### src/hdl/decimal_plain_value_decoder_macros.svh
// Assertion macros for the decimal plain value decoder.
// Depends on a clock i_clk and an active-low reset i_rst_n in the including scope.
`ifndef DECIMAL_PLAIN_VALUE_DECODER_MACROS_SVH
`define DECIMAL_PLAIN_VALUE_DECODER_MACROS_SVH

// Condition holds in the same cycle
`define DPVD_ASSERT_NOW(lbl, ante, cons, msg) \
    lbl: assert property (@(posedge i_clk) disable iff (!i_rst_n) (ante) |-> (cons)) \
        else $error(msg);

// Condition holds in the next cycle
`define DPVD_ASSERT_NEXT(lbl, ante, cons, msg) \
    lbl: assert property (@(posedge i_clk) disable iff (!i_rst_n) (ante) |=> (cons)) \
        else $error(msg);

`endif

### src/hdl/dpvd_pkg.sv
// Types, codes and helper functions of the decimal plain value decoder.
// No dependencies.
`timescale 1ns / 1ps
package dpvd_pkg;
    localparam int unsigned CELLS     = 128;
    localparam int unsigned MUL_CELLS = 64;

    typedef enum logic [1:0] {
        KIND_CONTENT    = 2'd0,
        KIND_NULL       = 2'd1,
        KIND_FILT_CONT  = 2'd2,
        KIND_FILT_NULL  = 2'd3
    } t_kind;

    typedef enum logic [1:0] {
        FMT_BYTES = 2'd0,
        FMT_INT32 = 2'd1,
        FMT_INT64 = 2'd2,
        FMT_SPARE = 2'd3
    } t_format;

    typedef enum logic [1:0] {
        SCL_NONE = 2'd0,
        SCL_MUL  = 2'd1,
        SCL_DIV  = 2'd2
    } t_scale;

    typedef enum logic [1:0] {
        W32  = 2'd0,
        W64  = 2'd1,
        W128 = 2'd2
    } t_width;

    typedef enum logic [2:0] {
        REG_SOURCE_FORMAT  = 3'd0,
        REG_BYTE_LENGTH    = 3'd1,
        REG_SCALE_MODE     = 3'd2,
        REG_DECIMAL_FACTOR = 3'd3,
        REG_TARGET_WIDTH   = 3'd4
    } t_reg;

    typedef struct packed {
        logic         valid;
        logic         nul;
        t_width       w;
        t_scale       mode;
        logic         neg;
        logic [127:0] a;
        logic [127:0] b;
        logic [63:0]  rem;
    } t_cell;

    typedef struct packed {
        logic [1:0]  source_format;
        logic [4:0]  byte_length;
        logic [1:0]  scale_mode;
        logic [63:0] decimal_factor;
        logic [1:0]  target_width;
    } t_cfg;

    function automatic logic [127:0] fit(input logic [127:0] v, input t_width w);
        logic [127:0] r;
        case (w)
            W32:     r = {{96{v[31]}}, v[31:0]};
            W64:     r = {{64{v[63]}}, v[63:0]};
            default: r = v;
        endcase
        return r;
    endfunction
endpackage

### src/hdl/dpvd_front.sv
// Front stage: decode stored bytes to a signed value and load the first cell.
// Depends on dpvd_pkg.
`timescale 1ns / 1ps
module dpvd_front (
    input  logic               i_clk,
    input  logic               i_rst_n,
    input  logic               i_en,
    input  logic               i_take,
    input  logic [1:0]         i_kind,
    input  logic [63:0]        i_raw_high,
    input  logic [63:0]        i_raw_low,
    input  dpvd_pkg::t_cfg     i_cfg,
    output dpvd_pkg::t_cell    o_cell
);
    dpvd_pkg::t_cell r_cell, n_cell;
    logic [4:0]   len;
    logic [3:0]   sh;
    logic [127:0] v;
    logic [63:0]  le;
    dpvd_pkg::t_width tw, sw;
    dpvd_pkg::t_scale md;

    always_comb begin
        len = i_cfg.byte_length;
        if (len == 5'd0) len = 5'd1;
        if (len > 5'd16) len = 5'd16;
        sh = 4'(5'd16 - len);
        case (i_cfg.target_width)
            2'd0:    tw = dpvd_pkg::W32;
            2'd1:    tw = dpvd_pkg::W64;
            default: tw = dpvd_pkg::W128;
        endcase
        case (i_cfg.scale_mode)
            2'd1:    md = dpvd_pkg::SCL_MUL;
            2'd2:    md = dpvd_pkg::SCL_DIV;
            default: md = dpvd_pkg::SCL_NONE;
        endcase
        for (int i = 0; i < 8; i++) begin
            le[8*i +: 8] = i_raw_high[56 - 8*i +: 8];
        end
        case (dpvd_pkg::t_format'(i_cfg.source_format))
            dpvd_pkg::FMT_INT32, dpvd_pkg::FMT_INT64: begin
                if (dpvd_pkg::t_format'(i_cfg.source_format) == dpvd_pkg::FMT_INT32)
                    v = {{96{le[31]}}, le[31:0]};
                else
                    v = {{64{le[63]}}, le};
                sw = (len <= 5'd8) ? dpvd_pkg::W64 : dpvd_pkg::W128;
                if (tw < sw) sw = tw;
            end
            default: begin
                v  = 128'($signed({i_raw_high, i_raw_low}) >>> {sh, 3'b000});
                v  = dpvd_pkg::fit(v, tw);
                sw = tw;
            end
        endcase
        n_cell       = '0;
        n_cell.valid = i_take && (i_kind == dpvd_pkg::KIND_CONTENT
                                  || i_kind == dpvd_pkg::KIND_NULL);
        n_cell.nul   = (i_kind == dpvd_pkg::KIND_NULL);
        n_cell.w     = sw;
        n_cell.mode  = md;
        n_cell.neg   = v[127];
        case (md)
            dpvd_pkg::SCL_MUL: begin
                n_cell.a = '0;
                n_cell.b = v;
            end
            dpvd_pkg::SCL_DIV: n_cell.a = v[127] ? (~v + 128'd1) : v;
            default:           n_cell.a = v;
        endcase
    end

    always_ff @(posedge i_clk) begin
        if (!i_rst_n) begin
            r_cell.valid <= 1'b0;
        end else if (i_en) begin
            r_cell <= n_cell;
        end
    end

    assign o_cell = r_cell;
endmodule

### config.mk
export PLATFORM = sky130hd
export DESIGN_NAME = dpvd_front
export DESIGN_NICKNAME = d
export VERILOG_FILES = /design/src/hdl/decimal_plain_value_decoder_macros.svh /design/src/hdl/dpvd_pkg.sv /design/src/hdl/dpvd_front.sv
export SDC_FILE = /design/constraint.sdc
export NUM_CORES = 1
export LEC_CHECK = 0
export BUFFER_PORTS_ARGS = -buffer_cell sky130_fd_sc_hd__clkbuf_2
export CELL_PAD_IN_SITES_DETAIL_PLACEMENT = 1
export CELL_PAD_IN_SITES_GLOBAL_PLACEMENT = 1
export CORE_MARGIN = 2
export CORE_UTILIZATION = 35
export CTS_CLUSTER_SIZE = 14
export DETAILED_ROUTE_END_ITERATION = 12
export PLACE_DENSITY = 0.72
export SYNTH_ARGS = -nofsm -noshare
export SYNTH_HDL_FRONTEND = slang
export SYNTH_SLANG_ARGS = --single-unit
### constraint.sdc
create_clock -name i_clk -period 14.6 [get_ports i_clk]
set_input_delay 0.73 -clock i_clk [delete_from_list [all_inputs] [get_ports i_clk]]
set_output_delay 0.73 -clock i_clk [all_outputs]
set_load 0.005 [all_outputs]
## Yosys cells after proc, flatten, opt, wreduce, memory -nomap -nowiden

Index checks and enable logic that the tools add are counted.

- Flip-flop bits (word level): 263
- Input port bits: 209
- Output and inout bits: 327
- Word-level logic and storage cells: 43

- Add/sub/neg operators: 2
- Magnitude comparators: 3
- Equal/unequal tests: 9
- Shift operators: 1
- Multiplexer cells: 12
- Bitwise operators: 1
- Reduce and logical (&&, ||, !) cells: 8

Operator list:

| operator | number |
|---|---|
| $pmux W128 S2 | 2 |
| $mux W128 | 3 |
| $add A128 B1 Y128 const B | 1 |
| $not A128 Y128 | 1 |
| $sshr A128 B7 Y128 | 1 |
| $eq A2 B1 Y1 const B | 6 |
| $mux W5 | 2 |
| $pmux W2 S2 | 2 |
| $eq A2 B2 Y1 const B | 3 |
| $logic_not A2 Y1 | 3 |
| $mux W2 | 3 |
| $gt A5 B5 Y1 const B | 1 |
| $le A5 B4 Y1 const B | 1 |
| $logic_not A5 Y1 | 1 |
| $sub A1 B4 Y4 const A | 1 |
| $lt A2 B2 Y1 | 1 |
| $reduce_and A2 Y1 | 1 |
| $reduce_or A2 Y1 | 1 |
| $logic_and A1 B1 Y1 | 1 |
| $logic_or A1 B1 Y1 | 1 |

## Longest topological paths before layout

- Depth after elaboration: 12
- Gate-level depth with buffers: 28
- Mapped depth without buffers: 17

## Worst setup path before layout

Ideal clock, no wire load.

- Path type: input port to flip-flop
- Start point: in i_cfg[70] in the netlist's numbering
- End point: reg r_cell (netlist bit o_cell[310]), data pin
- Library setup time: 0.255 ns
- Arrival: 7.052 ns
- Data required time: 14.345 ns
- Setup slack: 7.293 ns
- Stages: 26
- Buffers on the path: 10
- Cell sequence: or4_1 -> buf_4 -> nand2_8 -> inv_4 -> buf_6 -> buf_6 -> buf_4 -> buf_2 -> ha_1 -> inv_1 -> clkbuf_1 -> clkbuf_1 -> buf_1 -> buf_1 -> mux4_2 -> a22o_1 -> or2_2 -> mux2i_1 -> ha_1 -> nor3b_2 -> nand4_2 -> or4_1 -> buf_2 -> or4_4 -> mux2i_1 -> nand2_1

RTL lines:

| item | RTL line | RTL |
|---|---|---|
| from (decl) | dpvd_front.sv:12 | `input dpvd_pkg::t_cfg i_cfg,` |
| to (signal assigned) | dpvd_front.sv:77 | `r_cell <= n_cell;` |
| to (decl) | dpvd_front.sv:15 | `dpvd_pkg::t_cell r_cell, n_cell;` |

==> out/qor.csv <==
stage,metric,value,unit
run_status,status,"finished, final reports clean",
cells_and_area,final core utilization,0.414,
global_route,largest net degree at the start of global routing,93,
clock_tree,Inserted Clock Buffers,29,
cells_and_area,layout cells sized above 1,0.252,
setup_path,flop-to-flop setup slack,13.99,ns
clock_tree,CTS tree,done,
floorplanning,chip width,254,um
setup_path,cell mode on critical path,mux2i_1,
setup_path,delay of the slowest cell on the worst path,0.96,ns
timing,Final Critical Period,8.80,ns
floorplanning,die height,254,um
cells_and_area,layout net count,2978,
global_route,vias in the first global route,23135,
setup_path,Arrival @ worst endpoint,9.11,ns
cells_and_area,Reg area,7890,um2
setup_path,Worst setup SP type,input port,
synthesis,Synth Area in XOR/XNOR,0.0279,
clock_tree,post_cts resized,0,
timing,Worst Skew,0,ns
worst_hold_path,worst min path class,in -> reg,
timing,Fmax,114,MHz
setup_path,Slowest cell on crit path,or4_2,
flow_run,Max Cap Violations,0,
clock_tree,# hold bufs at CTS,0,
synthesis,post-synth cell types,104,
synthesis,Synth top area share,0.359,
synthesis,dominant cells by area after synthesis,"edfxtp_1 36%, mux4_2 7.2%, nor2_1 5.7%, a21oi_1 3.3%, nand2_1 3.2%",
setup_path,RR Startpoint,o_cell[326],
cells_and_area,Syn-to-layout area delta,16.6,%
power,Lkg Pwr,9.60,nW
drt,DRC,0,
timing,fin. max-slew vios,0,
synthesis,Synth Area in Simple Gates,0.229,
drt,DR vias,23485,
floorplanning,boundary pin count,536,
timing,RSZ-0062 raised after global routing,no,
synthesis,mapped cell area,21900,um2
placement,IO Port Bufs,407,
global_route,grt ovf,0,
worst_hold_path,hold_sp,i_rst_n,
floorplanning,area of the core,61800,um2
synthesis,Post-Synth Adder-Cell Area,0.00342,
floorplanning,# rows,91,
synthesis,Post-synth EDFFs,262,
placement,gpl congestion,1.02,
power,maximum VDD drop,0.0619,mV
clock_tree,clk sink count,263,
setup_path,CP Capture Type,register,
synthesis,Async SR Flop Fraction,0,
drt,DR iter-0 viols,2706,
clock_tree,clock transition at the registers of the reported paths,0.06,ns
synthesis,synth warn,0,
cells_and_area,area of the multi-input gates,13000,um2
setup_path,Reg2Reg Depth,2,
timing,actual slew at the worst max-slew pin,1.36,ns
synthesis,post-synthesis sequential area ratio,0.359,
worst_hold_path,worst hold endpoint,o_cell[326],
synthesis,Mapped Cells,2460,
setup_path,Worst EP required,14.91,ns
worst_hold_path,hold depth,2,
clock_tree,Worst-Skew Late Latency,0.58,ns
clock_tree,post-CTS setup buffer count,0,
cells_and_area,fill count,7296,
global_route,first-pass GRT wire length,172000,um
synthesis,"Top FF cell, synth",edfxtp_1,
setup_path,FF-to-FF End,o_cell[326],
timing,Final period util,0.602,
timing,TNS Setup,0,ns
drt,Avg Vias per Cell,6.49,
drt,drt pass-1 iters,6,
synthesis,largest family of logic cells by synthesized area,simple AND/OR/NAND/NOR gates,
setup_path,Crit Path Category,in -> reg,
clock_tree,H-tree Lvls,1,
synthesis,mux contribution to synthesized area,0.0953,
synthesis,Compound-Gate Fraction of Synth Area,0.218,
synthesis,"Avg Cell Area, Syn",8.92,um2
drt,WL final,123000,um
global_route,initial antenna violation count,5,
floorplanning,Die ar.,64700,um2
timing,final hold violation count,0,
synthesis,#FFs+latches synth,263,
power,PwrDens,117,nW/um2
global_route,Total GRT Usage,0.371,
placement,DP HPWL,94700,um
drt,DR WL/cell,34.1,um
floorplanning,Initial Util,0.355,
timing,Slew headroom,0.0869,
timing,Final setup viols,0,
clock_tree,Root Buffer,clkbuf_16,
cells_and_area,most common library cell in the layout ignoring fill and taps,clkbuf_2,
drt,Antenna Nets Post-Route,0,
cells_and_area,"commonest non-fill, non-tap cells in the layout","407 x clkbuf_2, 326 x nor2_1, 262 x edfxtp_1",
cells_and_area,max reg flops,263,
synthesis,largest area contributor in the synthesized netlist,edfxtp_1,
clock_tree,Bufs on Longest Clock Path,3,
setup_path,crit path max fanout,67,
setup_path,critical-path cell list,clkbuf_2 > or4_2 > nand2_8 > inv_4 > ha_4 > inv_2 > buf_4 > mux4_2 > a22o_1 > or2_2 > mux2i_1 > ha_1 > nor3b_2 > nand4_2 > or4_1 > nor4b_2 > a21oi_1 > mux2i_1,
worst max-delay path: cells and delay by family:
kind                       cells  cell delay [ns]
AOI/OAI and AO/OA              2             0.47
adders and majority gates      2             0.82
buffers and inverters          4             1.75
muxes                          3             1.09
and+or+nand+nor                7             4.06
kinds of logic (layout without fill, tap and decap cells):
family	count (synthesis)	count (layout)
and+or+nand+nor	994	994
xor gates and xnor gates	70	70
buffers and inverters	304	561
adders and majority gates	6	6
muxes	121	121
AOI/OAI and AO/OA	701	701
DFF	263	263
other	1	65
area by class of cell:
class / instances / share of cell area
multi-input combinational: 1956 / 0.508
sequential: 263 / 0.308
timing repair buffer: 481 / 0.101
tap: 837 / 0.0410
clock buffer: 33 / 0.0290
clock inverter: 15 / 0.00719
inverter: 32 / 0.00479
antenna: 1 / 0.0000979
metal layers:
metal,global-route usage,vias to the layer above,part of all wire,routed length [um]
li1,-,9881,-,-
met1,0.498,11957,0.41,50800
met2,0.573,1378,0.44,54500
met3,0.0859,265,0.10,12300
met4,0.158,4,0.047,5860
met5,0,-,0.00022,27
synth_stat cells, types with 13 or more instances:
cell type,count
buf_1,23
buf_4,67
o221ai_1,17
xor2_1,32
and3_1,25
nand3_1,62
o21a_1,18
nor2b_1,14
or2_2,36
a22o_1,13
edfxtp_1,262
nor4_1,41
nand2b_1,43
a22oi_1,26
mux2i_1,47
o31ai_1,28
buf_2,19
nand4_1,27
o21ai_0,124
or3_1,27
inv_1,27
a41oi_1,17
o22ai_1,25
o211ai_1,27
a31oi_1,61
xnor2_1,38
or4_1,14
nand2_1,187
a21oi_1,145
nor2_1,331
and2_1,45
nor3_1,77
mux4_2,70
clkbuf_1,157
a211oi_1,46
worst max-delay path by stage:
stage               startpoint  slack, ns           to
detailed placement   i_cfg[72]       5.48  o_cell[298]
CTS                  i_cfg[72]       6.07  o_cell[298]
global route         i_cfg[72]       5.57  o_cell[283]
finish               i_cfg[72]       5.80  o_cell[298]
global placement     i_cfg[72]       5.60  o_cell[298]
floorplan            i_cfg[70]       7.29  o_cell[310]
per-stage QoR:
stage	setup slack, ns	area [um2]	cells	hold slack [ns]	total power, mW
after CTS	6.07	25600	3617	0.400	2.95
final	5.80	25600	3618	0.420	2.98
after global routing	5.57	25600	3618	0.421	3.08
after global placement	5.60	24600	3569	0.471	2.19
after detailed placement	5.48	24600	3569	0.485	2.21
after floorplan	7.29	22200	2523	0.470	1.68
report_power, final:
group,internal [mW],leakage (nW),switching (mW),total [mW]
clock,0.431,0.458,0.309,0.741
sequential,0.931,2.27,0.0258,0.957
combinational,0.397,6.87,0.889,1.29
Note: power is estimated with default switching activity, not from simulation.
