<file path="config.mk">
export PLATFORM = sky130hd
export DESIGN_NAME = dpvd_cell
export DESIGN_NICKNAME = d
export VERILOG_FILES = /design/src/hdl/decimal_plain_value_decoder_macros.svh /design/src/hdl/dpvd_pkg.sv /design/src/hdl/dpvd_cell.sv
export SDC_FILE = /design/constraint.sdc
export NUM_CORES = 1
export LEC_CHECK = 0
export BUFFER_PORTS_ARGS = -buffer_cell sky130_fd_sc_hd__buf_2
export CORE_MARGIN = 10
export CORE_UTILIZATION = 30
export CTS_BUF_LIST = sky130_fd_sc_hd__clkbuf_8 sky130_fd_sc_hd__clkbuf_16
export CTS_CLUSTER_SIZE = 14
export DETAILED_ROUTE_END_ITERATION = 8
export PLACE_DENSITY = 0.56
export REMOVE_ABC_BUFFERS = 1
export SYNTH_ARGS = -nofsm -noshare
export SYNTH_HDL_FRONTEND = slang
export SYNTH_SLANG_ARGS = --single-unit
</file>
<file path="constraint.sdc">
create_clock -name i_clk -period 22.6 [get_ports i_clk]
set_clock_uncertainty 0.1 [all_clocks]
set_input_delay 3.39 -clock i_clk [delete_from_list [all_inputs] [get_ports i_clk]]
set_output_delay 3.39 -clock i_clk [all_outputs]
set_load 0.02 [all_outputs]
</file>
<file path="src/hdl/decimal_plain_value_decoder_macros.svh">
// Assertion macros for the decimal plain value decoder.
// Depends on a clock i_clk and an active-low reset i_rst_n in the including scope.
`ifndef DECIMAL_PLAIN_VALUE_DECODER_MACROS_SVH
`define DECIMAL_PLAIN_VALUE_DECODER_MACROS_SVH

// Condition holds in the same cycle
`define DPVD_ASSERT_NOW(lbl, ante, cons, msg) \
    lbl: assert property (@(posedge i_clk) disable iff (!i_rst_n) (ante) |-> (cons)) \
        else $error(msg);

// Condition holds in the next cycle
`define DPVD_ASSERT_NEXT(lbl, ante, cons, msg) \
    lbl: assert property (@(posedge i_clk) disable iff (!i_rst_n) (ante) |=> (cons)) \
        else $error(msg);

`endif

</file>
<file path="src/hdl/dpvd_pkg.sv">
// Types, codes and helper functions of the decimal plain value decoder.
// No dependencies.
`timescale 1ns / 1ps
package dpvd_pkg;
    localparam int unsigned CELLS     = 128;
    localparam int unsigned MUL_CELLS = 64;

    typedef enum logic [1:0] {
        KIND_CONTENT    = 2'd0,
        KIND_NULL       = 2'd1,
        KIND_FILT_CONT  = 2'd2,
        KIND_FILT_NULL  = 2'd3
    } t_kind;

    typedef enum logic [1:0] {
        FMT_BYTES = 2'd0,
        FMT_INT32 = 2'd1,
        FMT_INT64 = 2'd2,
        FMT_SPARE = 2'd3
    } t_format;

    typedef enum logic [1:0] {
        SCL_NONE = 2'd0,
        SCL_MUL  = 2'd1,
        SCL_DIV  = 2'd2
    } t_scale;

    typedef enum logic [1:0] {
        W32  = 2'd0,
        W64  = 2'd1,
        W128 = 2'd2
    } t_width;

    typedef enum logic [2:0] {
        REG_SOURCE_FORMAT  = 3'd0,
        REG_BYTE_LENGTH    = 3'd1,
        REG_SCALE_MODE     = 3'd2,
        REG_DECIMAL_FACTOR = 3'd3,
        REG_TARGET_WIDTH   = 3'd4
    } t_reg;

    typedef struct packed {
        logic         valid;
        logic         nul;
        t_width       w;
        t_scale       mode;
        logic         neg;
        logic [127:0] a;
        logic [127:0] b;
        logic [63:0]  rem;
    } t_cell;

    typedef struct packed {
        logic [1:0]  source_format;
        logic [4:0]  byte_length;
        logic [1:0]  scale_mode;
        logic [63:0] decimal_factor;
        logic [1:0]  target_width;
    } t_cfg;

    function automatic logic [127:0] fit(input logic [127:0] v, input t_width w);
        logic [127:0] r;
        case (w)
            W32:     r = {{96{v[31]}}, v[31:0]};
            W64:     r = {{64{v[63]}}, v[63:0]};
            default: r = v;
        endcase
        return r;
    endfunction
endpackage

</file>
<file path="src/hdl/dpvd_cell.sv">
// Scaling cell: a multiply bit step, a divide bit step or a pass-through.
// Depends on dpvd_pkg.
`timescale 1ns / 1ps
module dpvd_cell #(
    parameter int unsigned IDX = 0
) (
    input  logic               i_clk,
    input  logic               i_rst_n,
    input  logic               i_en,
    input  logic [63:0]        i_factor,
    input  dpvd_pkg::t_cell    i_cell,
    output dpvd_pkg::t_cell    o_cell
);
    dpvd_pkg::t_cell r_cell, n_cell;
    logic [64:0] rs;

    always_comb begin
        n_cell = i_cell;
        rs     = {i_cell.rem, i_cell.a[127]};
        case (i_cell.mode)
            dpvd_pkg::SCL_MUL: begin
                if (IDX < dpvd_pkg::MUL_CELLS) begin
                    n_cell.a = {i_cell.a[126:0], 1'b0}
                             + (i_factor[(dpvd_pkg::MUL_CELLS - 1 - IDX) % dpvd_pkg::MUL_CELLS]
                                ? i_cell.b : 128'd0);
                end
            end
            dpvd_pkg::SCL_DIV: begin
                if (rs >= {1'b0, i_factor}) begin
                    n_cell.rem = 64'(rs - {1'b0, i_factor});
                    n_cell.a   = {i_cell.a[126:0], 1'b1};
                end else begin
                    n_cell.rem = rs[63:0];
                    n_cell.a   = {i_cell.a[126:0], 1'b0};
                end
            end
            default: n_cell = i_cell;
        endcase
    end

    always_ff @(posedge i_clk) begin
        if (!i_rst_n) begin
            r_cell.valid <= 1'b0;
        end else if (i_en) begin
            r_cell <= n_cell;
        end
    end

    assign o_cell = r_cell;
endmodule
</file>
==> Word-level counts from Yosys, hierarchy flattened <==
Index checks and enable logic that the tools add are counted.
{ "totals": {"output_inout_bits": 327, "ff_bits": 327, "inputBits": 394, "wordCells": 19} }
{ "op_classes": {"eq_ne": 2, "n_mux": 5, "reduce_logical": 1, "order_cmp": 1, "add_sub_neg": 2} }
{ "op_table": {"columns": ["op", "n"], "rows": [
  ["one-hot mux 128 bit (2 select lines)", 1],
  ["adder 128 bit", 1],
  ["2-to-1 mux 128 bit", 1],
  ["2-to-1 mux 64 bit", 2],
  [">= comparator 65 x 64 -> 1 bit", 1],
  ["subtractor 64 bit", 1],
  ["== test 2 x 1 -> 1 bit (second input constant)", 1],
  ["== test 2 bit (second input constant)", 1],
  ["AND reduction 2 bit", 1],
  ["2-to-1 mux 1 bit", 1]
]} }

==> Longest topological paths before layout <==
Gate-level depths: netlist of run 1.
{ "depth": {"word_depth": 3, "mapped_depth": 17, "depth_no_buf": 15} }

==> Least setup slack after synthesis of run 1 <==
OpenSTA, ideal clock, no wires.
{ "synth_timing": {"path_kind": "in2reg", "startpoint": "input i_en", "endpoint": "register r_cell (netlist bit o_cell[0]) (enable)", "arrival_ns": 10.736, "setup_time_ns": 0.728, "n_path_buf": 0, "stages": 1, "required_time_ns": 21.772, "slack_ns": 11.036, "cell_sequence": "and2_1"} }
{ "synth_via": {"elab_chain_cells": 1} }
{ "synth_lines": {"columns": ["element", "line_no", "rtl"], "rows": [
  ["from (decl)", "dpvd_cell.sv:9", "input logic i_en,"],
  ["AND reduction 2 bit (no line)", null, null],
  ["to (signal assigned)", "dpvd_cell.sv:45", "r_cell <= n_cell;"],
  ["to (decl)", "dpvd_cell.sv:14", "dpvd_pkg::t_cell r_cell, n_cell;"]
]} }
No other way between the ends.
A chain may end at the register's enable or synchronous reset.

==> results_dict.tcl, run 1 <==
set metrics [dict create \
    dieArea_mm2 0.102 \
    htree_levels 2 \
    drive_gt1_share_pct 23.3 \
    wl_per_cell_um 25.1 \
    synthesis.area_mm2 0.0269 \
    ir_worst_vdd_mv 0.0646 \
    fmax_ghz 0.122 \
    drc 0 \
    largest_reg_flops 327 \
    layout_common_cells "buf_2 (719), a21oi_1 (366), edfxtp_1 (326)" \
    die_w_um 320 \
    period_share_pct 36.3 \
    p_sw_share_pct 35.0 \
    whs_ns 0.419 \
    worstMarginPinSlew_ns 1.11 \
    power_frac_comb_pct 31.3 \
    tns_ns 0 \
    path_clk_slew_ns 0.06 \
    finalCoreUtilization_pct 37.1 \
    p_per_area_mw_per_mm2 66.0 \
    cts_tree "done" \
    synth.top_cell.area_share_pct 36.4 \
    synth-edff-count 326 \
    fp-row-count 109 \
    post_cts_buffers 0 \
    rsz0062_at_grt "no" \
    sequentialPowerShare_pct 34.2 \
    min_period_ns 8.19 \
    setup_viol 0 \
    async_reset_ff_share_pct 0 \
    detailroute.via_count 26402 \
    clock_path_buffers 3 \
    drtAntennaViolNets 0 \
    grt-ovfl-total 0 \
    synthTopCellsByArea "edfxtp_1 (36%), ha_1 (8.9%), a21oi_1 (6.8%)" \
    syn_inst 3048 \
    worst_ep_arrival_time_ns 8.43 \
    critPathRequiredTime_ns 22.84 \
    initial_core_util_pct 30.3 \
    numCtsBuffers 45 \
    cts.sinks 327 \
    hold_buffers 0 \
    p_leak_nw 14.3 \
    first_pass_iters 6 \
    cp_max_fo 65 \
    cp-start-kind "primary input" \
    final_common_cell "buf_2" \
    cap_viol_max_count 0 \
    antenna_found_initial 59 \
    avgSynthCellArea_um2 8.83 \
    ys.flop_type "edfxtp_1" \
    dp.cells 4754 \
    grt_pass1_wl_um 175000 \
    crit_type "in2reg" \
    routed_wl_um 122000 \
    yosys.area.top_type "edfxtp_1" \
    first_global_vias 25784 \
    io_pins 721 \
    ys_seq_area_share_pct 36.4 \
    dpl.hpwl_um 99500 \
    end_kind "register" \
    pwr-share-clk_pct 34.5 \
    hold_path_class "reg2reg" \
    fp.dieH_um 320 \
    cts_resized 0 \
    status "finished, final reports clean" \
    p_int_mw 1.41 \
    cts_root_buf "clkbuf_16" \
    clkLatencyLatePin_ns 0.61 \
    gp_routability_congestion 0.936 \
    nets 4224 \
    p_switching_mw 0.761 \
    relSlewSlack_pct 26.3 \
    drt_iter0_markers 2391 \
    yosys_warnings 0 \
    synth_cell_types 86 \
    layout.cells.non_filler 4858 \
    port_buffers 720 \
    maxSlewViolCount 0 \
    track_usage_pct 22.6 \
    synth-seq-cells 327 \
    hold_viol 0 \
    viasPerCell 5.43 \
    grt_max_degree 168 \
    fp.coreArea_mm2 0.0888 \
    syn2layout_area_growth_pct 22.3 \
]
==> per-layer routing <==
layer | global-route usage, % | vias to the layer above | share of wire (%)
li1 | - | 12547 | -
met1 | 27.3 | 12569 | 40
met2 | 38.8 | 1048 | 48
met3 | 6.25 | 208 | 8.5
met4 | 6.28 | 30 | 2.8
met5 | 0 | - | 0.16
==> final timing paths <==
check | startpoint | to | slack, ns | depth (start not counted)
worst max-delay path | i_factor[63] | o_cell[265] | 14.41 | 17
worst min-delay path | o_cell[326] | o_cell[326] | 0.42 | 2
worst max register to register | o_cell[326] | o_cell[326] | 21.92 | 2
worst min register to register | o_cell[326] | o_cell[326] | 0.42 | 2
==> per-stage QoR <==
stage	power, mW	worst slack [ns]	area (um^2)
final	2.17	14.41	32900
after global routing	2.28	14.14	32900
after CTS	2.19	14.55	32900
after detailed placement	1.43	13.89	31400
after global placement	1.43	14.00	31400
after floorplan	1.20	11.04	26100
==> power by group through the flow <==
stage	clock network (mW)	registers, mW	logic [mW]
6_report	0.751	0.743	0.681
2_1_floorplan	0	0.822	0.374
3_5_place_dp	0	0.755	0.675
5_1_grt	0.791	0.747	0.739
3_3_place_gp	0	0.754	0.675
4_1_cts	0.773	0.743	0.679
==> Yosys cell counts (all sizes together) (5+ instances only) <==
cell     instances
o31ai           16
a21boi          19
o41ai            5
nor2b           16
and3            17
or2             11
a221o            5
o21bai          52
nor3            40
nand4           93
a21o           106
o31a             5
nand2          236
o21a            15
a21oi          371
a22oi           67
o21ai          226
ha             192
o211ai          10
or3             11
nand3           35
a211oi          16
xnor2          121
edfxtp         326
and2           136
xor2            62
mux2i           58
and4             7
a31o             6
nand2b          19
nor4            15
a31oi           31
clkbuf         155
a221oi          54
a2111oi          6
nor2           185
o221ai          16
a211o            5
inv            179
buf             40
==> layout make-up <==
type / instances / area [um^2]
diodes: 21 / 52.6
clock buffers: 45 / 1130
clock inverters: 38 / 393
fillers: 9250 / 55900
inverters: 179 / 672
multi-input cells: 2347 / 15700
flip-flops and latches: 327 / 9810
well taps: 1165 / 1460
repair buffers: 736 / 3740
==> cells by family after synthesis <==
logic type	share of synthesized area, %
xor+xnor	5.95
buf+inv	5.50
fa+ha+maj	9.07
flops	36.4
mux	2.35
simple gates	15.3
compound gates	25.4
==> worst max-delay path, cell delays in order <==
cell	delay (ns)
buf_4	0.45
buf_4	0.60
and2_1	0.23
ha_1	0.18
inv_1	0.06
fa_1	0.40
nor2b_1	0.20
o211a_1	0.22
o21ai_0	0.19
a211oi_1	0.62
nor2_1	0.30
o211ai_1	0.55
a311oi_1	0.28
o21bai_1	0.30
a21oi_1	0.13
xor2_1	0.14
o21ai_0	0.09
No activity file was read; power rests on OpenSTA's default activity.
==> inputs of run 2 (changes only) <==
- PLACE_DENSITY: 0.56 -> 0.58
- clock period: 22.6 -> 7.3 ns (I/O delays scaled with it)
==> results_dict.tcl, run 2 (synthesis results as in run 1) <==
set metrics [dict create \
    status "finished, final reports clean" \
    relSlewSlack_pct 23.2 \
    post_cts_buffers 0 \
    first_global_vias 25787 \
    hold_path_class "reg2reg" \
    hold_viol 0 \
    whs_path_depth 2 \
    fp-row-count 109 \
    numCtsBuffers 43 \
    min_period_ns 5.42 \
    worstMarginPinSlew_ns 1.15 \
    path_clk_slew_ns 0.06 \
    cap_viol_max_count 0 \
    p_leak_nw 14.2 \
    reg2reg_from "o_cell[326]" \
    drc 0 \
    cp_slowest_stage_delay_ns 0.69 \
    wl_per_cell_um 25.8 \
    min_to "o_cell[326]" \
    end_kind "register" \
    drt_iter0_markers 2425 \
    critPathRequiredTime_ns 7.52 \
    cts_tree "done" \
    final_common_cell "buf_2" \
    worst_ep_arrival_time_ns 5.64 \
    reg2reg_depth 2 \
    total_power_mw 6.65 \
    cp_max_fo 102 \
    maxSlewViolCount 0 \
    viasPerCell 5.48 \
    period_share_pct 74.2 \
    reg2reg_slack_ns 6.61 \
    largest_reg_flops 327 \
    clock_path_buffers 3 \
    drive_gt1_share_pct 23.4 \
    dieArea_mm2 0.102 \
    routed_wl_um 125000 \
    initial_core_util_pct 30.3 \
    syn2layout_area_growth_pct 22.0 \
    hold_buffers 0 \
    detailroute.via_count 26587 \
    first_pass_iters 6 \
    finalWorstSetupSlack_ns 1.88 \
    p_per_area_mw_per_mm2 202 \
    layout.cells.non_filler 4852 \
    gp_routability_congestion 0.961 \
    die_w_um 320 \
    io_pins 721 \
    whs_ns 0.426 \
    track_usage_pct 23.2 \
    place_ws_ns 1.24 \
    port_buffers 720 \
    met1_usage_pct 28.0 \
    dpl.hpwl_um 102000 \
    cts.sinks 327 \
    top_usage_layer "met2" \
    antenna_found_initial 61 \
    fmax_ghz 0.185 \
    drtAntennaViolNets 0 \
    ir_worst_vdd_mv 0.150 \
    crit_type "in2reg" \
    dp.cells 4753 \
    cp-start-kind "primary input" \
    fp.dieH_um 320 \
    setup_viol 0 \
    cts_resized 0 \
    cp_slowest_cell "buf_4" \
    path_buf_inv 1 \
    grt_pass1_wl_um 179000 \
    r2r_end "o_cell[326]" \
    use_met2_pct 40.3 \
    min_from "o_cell[326]" \
    htree_levels 2 \
    cp_top_family "compound AO/OA/AOI/OAI gates" \
    fp.coreArea_mm2 0.0888 \
    rsz0062_at_grt "no" \
    grt_max_degree 131 \
    clkLatencyLatePin_ns 0.60 \
    cts_root_buf "clkbuf_16" \
    path_cells "buf_4 > and2_1 > ha_1 > nand4_1 > nor4_2 > nand2_1 > o32ai_2 > a32oi_1 > a2111oi_2 > o211a_1 > nor4_1 > o31ai_1 > xnor2_1 > o21ai_1" \
    met3_usage_pct 6.55 \
    nets 4221 \
    layout_common_cells "buf_2 (719), a21oi_1 (366), edfxtp_1 (326)" \
    grt-ovfl-total 0 \
]
run 2: changes by cell type in the layout (fill, tap and decap cells not counted), sizes merged:
cell / delta
clkbuf: -2
buf: -1
clkinvlp: +3
bufinv: -2
diode: -2
inv: -2
run 2: worst register-to-register path, delay by kind of cell, from the launching register on:
kind	cells	cell delay (ns)
DFF	1	0.30
muxes	1	0.12
and+or+nand+nor	1	0.06
run 2: stage by stage:
stage	TNS, ns	cell area, um^2	utilization (%)
floorplan	-669.12	26100	-
global placement	0	31400	35.3
detailed placement	0	31400	35.3
CTS	0	32800	36.9
global route	0	32800	37.0
finish	0	32800	37.0
run 2: power by group:
group	leakage, nW	switching, mW	internal (mW)	total (mW)
sequential	3.03	0.0441	2.25	2.30
clock	0.731	0.965	1.27	2.24
combinational	10.5	1.37	0.745	2.12
total	14.2	2.38	4.27	6.65
run 2: area by class of cell:
cell class / instances / area [um^2]
Clock inverter: 37 / 373
Inverter: 179 / 672
Multi-Input combinational cell: 2347 / 15700
Timing Repair Buffer: 735 / 3730
Sequential cell: 327 / 9810
Clock buffer: 43 / 1080
Tap cell: 1165 / 1460
Antenna cell: 19 / 47.5
Fill cell: 9268 / 55900
run 2: worst max path at each step:
stage                       startpoint           to  slack [ns]  depth (start not counted)
after floorplan                   i_en    o_cell[0]       -1.97                          1
after global placement    i_factor[63]  o_cell[312]        1.30                         14
after detailed placement  i_factor[63]  o_cell[312]        1.24                         14
after CTS                 i_factor[63]  o_cell[319]        1.91                         14
after global routing      i_factor[63]  o_cell[265]        1.54                         16
final                     i_factor[63]  o_cell[319]        1.88                         14
run 2: metal layers:
metal | part of all wire (%) | routed length, um | vias up
met4 | 2.7 | 3430 | 32
met1 | 40 | 49500 | 12769
met3 | 9.1 | 11400 | 202
met5 | 0.16 | 201 | -
met2 | 48 | 60500 | 1046
li1 | - | - | 12538
